## src/dbd_pkg.sv

```systemverilog
// ----------------------------------------------------------------------------
// dbd_pkg
// shared types and constants for the download block deframer
// ----------------------------------------------------------------------------
package dbd_pkg;

	localparam int unsigned ADDR_W     = 24;
	localparam int unsigned BYTE_W     = 8;
	localparam int unsigned TOTAL_W    = 32;
	localparam int unsigned OFFSET_W   = 17;
	localparam int unsigned SIZE_W     = 16;
	localparam int unsigned FIELD_W    = 3;

	localparam logic [ADDR_W-1:0] SRAM_BASE_RST = '0;

	// count field is four bytes, block header six bytes
	localparam logic [FIELD_W-1:0] COUNT_BYTES = 3'd4;
	localparam logic [FIELD_W-1:0] HDR_SIZE_HI = 3'd4;
	localparam logic [FIELD_W-1:0] HDR_SIZE_LO = 3'd5;
	localparam logic [FIELD_W-1:0] HDR_DONE    = 3'd6;

	typedef enum logic [1:0] {
		PH_IDLE  = 2'd0,
		PH_COUNT = 2'd1,
		PH_BLOCK = 2'd2
	} phase_t;

	typedef enum logic [1:0] {
		ACT_COUNT = 2'd0,
		ACT_BLOCK = 2'd1,
		ACT_BYTE  = 2'd2
	} action_t;

endpackage

```

## src/download_block_deframer.sv

```systemverilog
// ----------------------------------------------------------------------------
// download_block_deframer
// deframes a serial download stream into a total count and sram byte writes
//
//  channel   signals                               direction
//  request   in_valid / in_ready, action, rx_byte  in
//  result    out_valid / out_ready, write_*,       out
//            block_done, count_done,
//            total_remaining, phase
//  config    cfg_we, cfg_data (sram_base)          in
//
//  one request per cycle; each request yields one result in the next cycle
//  state update and result are computed in one pass from the deframer state
//  the result register frees when it is empty or out_ready is high, so
//  in_ready follows it and a stall on the output holds the input side
//  arst_n clears the phase, counters and the result valid flag
// ----------------------------------------------------------------------------
module download_block_deframer
	import dbd_pkg::*;
#(
	parameter logic [ADDR_W-1:0] SramBaseRst = SRAM_BASE_RST
) (
	input  logic                clk,
	input  logic                arst_n,
	input  logic                cfg_we,
	input  logic [ADDR_W-1:0]   cfg_data,
	input  logic                in_valid,
	output logic                in_ready,
	input  logic [1:0]          action,
	input  logic [BYTE_W-1:0]   rx_byte,
	output logic                out_valid,
	input  logic                out_ready,
	output logic                write_valid,
	output logic [ADDR_W-1:0]   write_address,
	output logic [BYTE_W-1:0]   write_data,
	output logic                block_done,
	output logic                count_done,
	output logic [TOTAL_W-1:0]  total_remaining,
	output logic [1:0]          phase
);

	logic [ADDR_W-1:0]   sram_base_q;
	phase_t              phase_q, phase_d;
	logic [FIELD_W-1:0]  field_q, field_d;
	logic [BYTE_W-1:0]   size_hi_q, size_hi_d;
	logic [SIZE_W-1:0]   left_q, left_d;
	logic [OFFSET_W-1:0] offset_q, offset_d;
	logic [TOTAL_W-1:0]  total_q, total_d;

	logic                wv, bd, cd;
	logic [ADDR_W-1:0]   wa;
	logic [BYTE_W-1:0]   wd;
	logic [FIELD_W-1:0]  field_inc;
	logic [SIZE_W-1:0]   size_full;
	logic [SIZE_W-1:0]   left_dec;

	logic                out_valid_q;
	logic                wv_q, bd_q, cd_q;
	logic [ADDR_W-1:0]   wa_q;
	logic [BYTE_W-1:0]   wd_q;
	logic [TOTAL_W-1:0]  total_out_q;
	phase_t              phase_out_q;

	logic                accept;

	assign in_ready  = !out_valid_q || out_ready;
	assign accept    = in_valid && in_ready;
	assign field_inc = field_q + 3'd1;
	assign size_full = {size_hi_q, rx_byte};
	assign left_dec  = left_q - 16'd1;

	// next state
	always_comb begin
		phase_d   = phase_q;
		field_d   = field_q;
		size_hi_d = size_hi_q;
		left_d    = left_q;
		offset_d  = offset_q;
		total_d   = total_q;
		unique case (action)
			ACT_COUNT: begin
				phase_d = PH_COUNT;
				field_d = '0;
				total_d = '0;
			end
			ACT_BLOCK: begin
				phase_d  = PH_BLOCK;
				field_d  = '0;
				offset_d = '0;
			end
			ACT_BYTE: begin
				if (phase_q == PH_COUNT) begin
					field_d = field_inc;
					total_d = {total_q[TOTAL_W-BYTE_W-1:0], rx_byte};
					if (field_inc >= COUNT_BYTES) begin
						total_d = {total_q[TOTAL_W-BYTE_W-1:0], rx_byte} - 32'd4;
						field_d = '0;
						phase_d = PH_IDLE;
					end
				end else if (phase_q == PH_BLOCK) begin
					offset_d = offset_q + 17'd1;
					total_d  = total_q - 32'd1;
					priority if (field_q < HDR_SIZE_HI) begin
						field_d = field_inc;
					end else if (field_q == HDR_SIZE_HI) begin
						size_hi_d = rx_byte;
						field_d   = field_inc;
					end else if (field_q == HDR_SIZE_LO) begin
						left_d  = size_full;
						field_d = HDR_DONE;
						if (size_full == '0) begin
							phase_d = PH_IDLE;
						end
					end else begin
						left_d = left_dec;
						if (left_dec == '0) begin
							phase_d = PH_IDLE;
						end
					end
				end
			end
			default: begin
			end
		endcase
	end

	// result fields
	always_comb begin
		wv = 1'b0;
		wa = '0;
		wd = '0;
		bd = 1'b0;
		cd = 1'b0;
		if (action == ACT_BYTE) begin
			if (phase_q == PH_COUNT) begin
				cd = (field_inc >= COUNT_BYTES);
			end else if (phase_q == PH_BLOCK) begin
				wv = 1'b1;
				wa = sram_base_q + {{(ADDR_W-OFFSET_W){1'b0}}, offset_q};
				wd = rx_byte;
				priority if (field_q < HDR_SIZE_HI) begin
					bd = 1'b0;
				end else if (field_q == HDR_SIZE_HI) begin
					bd = 1'b0;
				end else if (field_q == HDR_SIZE_LO) begin
					bd = (size_full == '0);
				end else begin
					bd = (left_dec == '0);
				end
			end
		end
	end

	always_ff @(posedge clk or negedge arst_n) begin
		if (!arst_n) begin
			sram_base_q <= SramBaseRst;
		end else if (cfg_we) begin
			sram_base_q <= cfg_data;
		end
	end

	always_ff @(posedge clk or negedge arst_n) begin
		if (!arst_n) begin
			phase_q   <= PH_IDLE;
			field_q   <= '0;
			size_hi_q <= '0;
			left_q    <= '0;
			offset_q  <= '0;
			total_q   <= '0;
		end else if (accept) begin
			phase_q   <= phase_d;
			field_q   <= field_d;
			size_hi_q <= size_hi_d;
			left_q    <= left_d;
			offset_q  <= offset_d;
			total_q   <= total_d;
		end
	end

	always_ff @(posedge clk or negedge arst_n) begin
		if (!arst_n) begin
			out_valid_q <= 1'b0;
		end else if (in_ready) begin
			out_valid_q <= in_valid;
		end
	end

	always_ff @(posedge clk) begin
		if (accept) begin
			wv_q        <= wv;
			wa_q        <= wa;
			wd_q        <= wd;
			bd_q        <= bd;
			cd_q        <= cd;
			total_out_q <= total_d;
			phase_out_q <= phase_d;
		end
	end

	assign out_valid       = out_valid_q;
	assign write_valid     = wv_q;
	assign write_address   = wa_q;
	assign write_data      = wd_q;
	assign block_done      = bd_q;
	assign count_done      = cd_q;
	assign total_remaining = total_out_q;
	assign phase           = phase_out_q;

endmodule
```

## config.mk

```make
export PLATFORM = sky130hd
export DESIGN_NAME = download_block_deframer
export DESIGN_NICKNAME = d
export VERILOG_FILES = /design/src/dbd_pkg.sv /design/src/download_block_deframer.sv
export SDC_FILE = /design/constraint.sdc
export NUM_CORES = 1
export LEC_CHECK = 0
export ABC_AREA = 1
export BUFFER_PORTS_ARGS = -buffer_cell sky130_fd_sc_hd__buf_2
export CAP_MARGIN = 5
export CORE_MARGIN = 2
export CORE_UTILIZATION = 50
export DETAILED_ROUTE_END_ITERATION = 10
export GPL_TIMING_DRIVEN = 0
export PLACE_DENSITY_LB_ADDON = 0.05
export SYNTH_ARGS = -nofsm -noshare
export SYNTH_HDL_FRONTEND = slang
export SYNTH_SLANG_ARGS = --single-unit
```

## constraint.sdc

```tcl
create_clock -name clk -period 4.7 [get_ports clk]
set_clock_uncertainty 0.05 [all_clocks]
set_input_delay 0.94 -clock clk [delete_from_list [all_inputs] [get_ports clk]]
set_output_delay 0.94 -clock clk [all_outputs]
set_load 0.02 [all_outputs]
```

After elaboration in Yosys (flattened, before gate mapping). Cells that the tools add are included.

Flip-flop bits (word level): 172. Word-level logic and storage cells: 81. Bits of input ports: 39. Output and inout port bits: 71.

Magnitude comparators: 2. Reduce and logical (&&, ||, !) cells: 17. Bitwise gates (word level): 5. $add $sub $neg: 6. Mux-type cells: 26. Equal/unequal tests: 10.

Operator list (number): 32-bit 2-to-1 mux (3); 32-bit case mux with 2 select lines (1); 17-bit 2-to-1 mux (2); 17-bit case mux with 2 select lines (1); 16-bit logical NOT (2); 32-bit by 1-bit subtractor with 32-bit output (second input constant) (1); 32-bit by 3-bit subtractor with 32-bit output (second input constant) (1); 24-bit by 17-bit adder with 24-bit output (1); 3-bit 2-to-1 mux (6); 17-bit by 1-bit adder with 17-bit output (second input constant) (1); 16-bit 2-to-1 mux (1); 2-bit 2-to-1 mux (8); 16-bit by 1-bit subtractor with 16-bit output (second input constant) (1); 6-bit AND reduction (2); 4-bit AND reduction (2); 3-bit equality test (second input constant) (2); 2-bit case mux with 3 select lines (1); 3-bit case mux with 2 select lines (1); 5-bit by 4-bit inequality test with 1-bit output (second input constant) (1); 1-bit inverter (5); 5-bit OR reduction (1); 2-bit by 1-bit equality test with 1-bit output (second input constant) (2); 2-bit equality test (second input constant) (2); 2-bit inequality test (second input constant) (2); 13 further kinds (16).

Longest topological paths before layout.
Depth after elaboration: 9. Mapped depth: 17.

Least setup slack after synthesis. Ideal clock, no wire load.

Path type: input to register. Start point: input port out_ready. End point: register bd_q, in the netlist block_done (enable). Required time: 4251 ps. Stages: 5. Setup slack: 1859 ps. Setup time: 399 ps. Path buffers: 1. Data arrival time: 2392 ps. Cell sequence: inv_1 > nand2_1 > nand2_1 > clkinv_1 > buf_2.

Cells in the longest elaborated chain, start to end: 2.

RTL lines: start: declaration (RTL line download_block_deframer.sv:32) `input logic out_ready,`; 1-bit logical OR (RTL line download_block_deframer.sv:66) `assign in_ready = !out_valid_q || out_ready;`; named net in_ready (RTL line download_block_deframer.sv:28) `output logic in_ready,`; 1-bit logical AND (RTL line download_block_deframer.sv:67) `assign accept = in_valid && in_ready;`; named net accept (RTL line download_block_deframer.sv:64) `logic accept;`; end signal: assignment (RTL line download_block_deframer.sv:193) `bd_q <= bd;`; end: declaration (RTL line download_block_deframer.sv:58) `logic wv_q, bd_q, cd_q;`.

The timed path passes the listed nets, and every way through them passes these cells. A chain may end at the register's enable or synchronous reset.

Worst setup path after layout.
Start point: input port action[0]. End point: register left_q[4].

Cells in the longest elaborated chain, start to end: 2.

RTL lines: start: declaration (RTL line download_block_deframer.sv:29) `input logic [1:0] action,`; 2-bit equality test (RTL line download_block_deframer.sv:80) `unique case (action)`; 6-bit AND reduction (no line); end signal: assignment (RTL line download_block_deframer.sv:174) `left_q <= left_d;`; end: declaration (RTL line download_block_deframer.sv:46) `logic [SIZE_W-1:0] left_q, left_d;`.

No other way between the ends.

==> impl_metrics.toml <==
[outcome]
outcome = "complete, no violations"

[power]
vdd_drop_max_mv = 0.2969
power.clock.fraction = 0.301
pwr_density_cell_mw_per_mm2 = 395.5
p_sw_frac = 0.3776
cellInternalPower_mw = 2.844
seq_power_share = 0.421
power_frac_comb = 0.278
p_leak_nw = 5.240
total_switching_power_mw = 1.725

[critical_path]
max_stage_delay_ns = 0.40
worstPathCellList = "buf_2 -> inv_1 -> ha_1 -> nand2_1 -> nor2_2 -> inv_2 -> nor2_1 -> nand2_1 -> clkbuf_1 -> a21oi_1 -> o21ai_0 -> o21ai_0"
timing.critical_path.buf_inv = 4
crit_path_start = "action[0]"
end_kind = "flip-flop"
setup.worst_path.class = "input pin to flip-flop"
reg2reg_from = "offset_q[0]"
critical_path.top_delay_family = "simple AND/OR/NAND/NOR gates"
start_kind = "input pin"
depth_of_the_worst_register_to_register_path = 12
worst-path-max-fanout = 10
crit_path_top_delay_cell = "sky130_fd_sc_hd__nor2_2"
terminus_of_the_critical_flop_to_flop_path = "write_address[14]"
crit_arrival_ns = 3.31
worstPathRequired_ns = 5.01
timing.reg2reg.setup_slack_ns = 1.71

[die]
num_io_pins = 110
design.core.area_mm2 = 0.01959
fp.dieArea_mm2 = 0.02127
die_y_um = 145.9
start_util = 0.5136
die_w_um = 145.9
placement_rows = 51

[timing]
period_needed_ns = 3.006
rsz_0062_raised_after_global_routing = "false"
slew_violations = 0
transition_time_at_the_pin_with_the_least_slew_margin_ns = 0.6862
final-setup-viol-count = 0
final_min_period_over_clock_period = 0.6395
fin_setup_tns_ns = 0
fmax_mhz = 332.7
count_of_endpoints_failing_hold_in_the_final_timing_report = 0
slew_headroom = 0.5425

[grt]
grt_pass1_wl_um = 45250
antenna_found_initial = 1
grt_pass1_vias = 8465
grt-ovfl-total = 0
maximum_number_of_pins_on_one_net_before_global_route_repair = 67
grtUsageTotal = 0.2702

[clock_network]
post_cts.resized_instances = 0
cts.root.buffer_cell = "sky130_fd_sc_hd__clkbuf_16"
cts-buffers-inserted = 17
max-clock-path-buffers = 2
post_cts_buffers = 0
holdBufCountCts = 0
htree_levels = 4
clkSinkCount = 172
clock_insertion_delay_at_the_later_pin_of_the_skew_report_ns = 0.44
reg_clk_slew_reported_paths_ns = 0.07
tritoncts = "yes"

[finish]
antenna_cells = 0
regArea_mm2 = 0.004649
layout-drive-gt1-share = 0.1470
final_cells = 1673
final_net_count = 1466
multi_input_area_mm2 = 0.004732
final_common_cell = "sky130_fd_sc_hd__nand2_1"
final_cell_mix = "252 x sky130_fd_sc_hd__nand2_1, 162 x sky130_fd_sc_hd__o21ai_0, 156 x sky130_fd_sc_hd__nor2_1"
syn_to_final_growth_pct = 14.85
fillCellCount = 1814

[synthesis]
synthDominantCellAreaShare = 0.2562
synth_cells = 1266
ys_seq_area_frac = 0.4621
synth.avg_cell_area_um2 = 7.947
syn-num-nets = 1337
synthDominantAreaCellType = "sky130_fd_sc_hd__dfrtp_1"
ys_top_cells_by_area = "sky130_fd_sc_hd__dfrtp_1 26%, sky130_fd_sc_hd__edfxtp_1 21%, sky130_fd_sc_hd__nand2_1 9.4%"
yosysUniqueCellTypes = 46
ys_ff_latch = 172
ys.warnings.count = 0
post_synth_instance_area_mm2 = 0.01006

[route]
detailedRoute.firstPassIterationCount = 7
vias_cell = 5.439
wl_per_cell_um = 16.94
drc_errors = 0
postRouteWirelength_um = 28340
drtAntennaViolNets = 0
num_vias = 9100
number_of_drc_violations_after_detailed_routing_iteration_0 = 622

[run]
maxCapViolCount = 0

[placement]
place_inst = 1641
port-buffer-count = 108
detailed_place_hpwl_um = 21490
gp_routability_congestion = 0.9380

[hold_path]
worstHoldPathType = "input pin to asynchronous set/reset pin"
## registers in the layout, indices dropped and copies added, names as in the netlist, 2 cells and up
signal           cells
write_address       24
total_remaining     32
left_q              16
field_q              3
write_data           8
size_hi_q            8
total_q             32
phase_q              2
sram_base_q         24
offset_q            17
phase                2
## worst register-to-register path: stages (launching register included)
cell                       delay (ns)
sky130_fd_sc_hd__dfrtp_1         0.45
sky130_fd_sc_hd__ha_1            0.22
sky130_fd_sc_hd__inv_1           0.06
sky130_fd_sc_hd__fa_1            0.35
sky130_fd_sc_hd__inv_1           0.08
sky130_fd_sc_hd__nand2_1         0.06
sky130_fd_sc_hd__a21oi_1         0.34
sky130_fd_sc_hd__a21boi_0        0.22
sky130_fd_sc_hd__o21ai_0         0.33
sky130_fd_sc_hd__a21oi_1         0.17
sky130_fd_sc_hd__o21ai_0         0.26
sky130_fd_sc_hd__o21ai_0         0.11
sky130_fd_sc_hd__a21oi_1         0.15
## per-stage QoR
stage / hold slack, ns / total power, mW / worst slack, ns / instance area, µm² / utilization
3_5_place_dp: 0.4274 / 3.194 / 1.250 / 10990 / 0.5608
6_report: 0.4306 / 4.569 / 1.694 / 11550 / 0.5898
3_3_place_gp: 0.4212 / 3.184 / 1.239 / 10930 / 0.5581
5_1_grt: 0.4654 / 4.844 / 1.348 / 11550 / 0.5898
4_1_cts: 0.4450 / 4.579 / 1.701 / 11550 / 0.5898
2_1_floorplan: 0.4030 / 2.794 / 1.859 / 10060 / -
## synthesized netlist by cell type (all sizes together)
library cell,count
nand2,263
nor2,172
o21ai,171
inv,145
dfrtp,103
nand3,85
a21oi,83
edfxtp,69
ha,31
clkbuf,22
mux2,20
nand4,15
nor3,14
o211ai,11
buf,9
o21a,7
xor2,6
a31oi,5
a21o,4
nand3b,3
nor3b,3
nor4,3
o22ai,3
o32ai,3
a21boi,2
and2,2
o221ai,2
o311ai,2
o31ai,2
a211o,1
a211oi,1
clkinv,1
fa,1
o2111ai,1
o21bai,1
## logic make-up after synthesis
group           count (synthesis)  share of synthesized area
xor+xnor                        6                   0.005223
simple gates                  560                     0.2409
compound gates                299                     0.1613
mux                            20                    0.02239
fa+ha+maj                      32                    0.04054
buf+inv                       177                    0.06753
flops                         172                     0.4621
## worst max-delay path by stage
| stage | end | cells past startpoint |
|---|---|---|
| after floorplan | block_done | 5 |
| after global placement | total_remaining[5] | 6 |
| after detailed placement | left_q[8] | 11 |
| after CTS | left_q[4] | 12 |
| after global routing | write_address[14] | 12 |
| final | left_q[4] | 12 |
## layer usage
layer / GRT usage / wire length [µm] / vias up
li1: - / - / 4527
met1: 0.3965 / 13510 / 4228
met2: 0.4073 / 12490 / 296
met3: 0.05141 / 1744 / 47
met4: 0.08039 / 580 / 2
met5: 0 / 13 / -
## layout make-up
| class | instances | share of cell area |
|---|---|---|
| clock buffer | 17 | 0.03682 |
| multi-input combinational | 917 | 0.4095 |
| buffer | 31 | 0.01159 |
| clock inverter | 15 | 0.01245 |
| inverter | 146 | 0.04743 |
| tap | 265 | 0.02870 |
| timing repair buffer | 110 | 0.05111 |
| sequential | 172 | 0.4024 |
## power by group through the flow
stage | logic (mW) | registers [mW] | clock network [mW]
after floorplan | 0.811 | 1.98 | 0
after global placement | 1.24 | 1.95 | 0
after detailed placement | 1.25 | 1.95 | 0
after CTS | 1.26 | 1.92 | 1.40
after global routing | 1.43 | 1.94 | 1.47
final | 1.27 | 1.92 | 1.37
(Power assumes the default switching activity.)
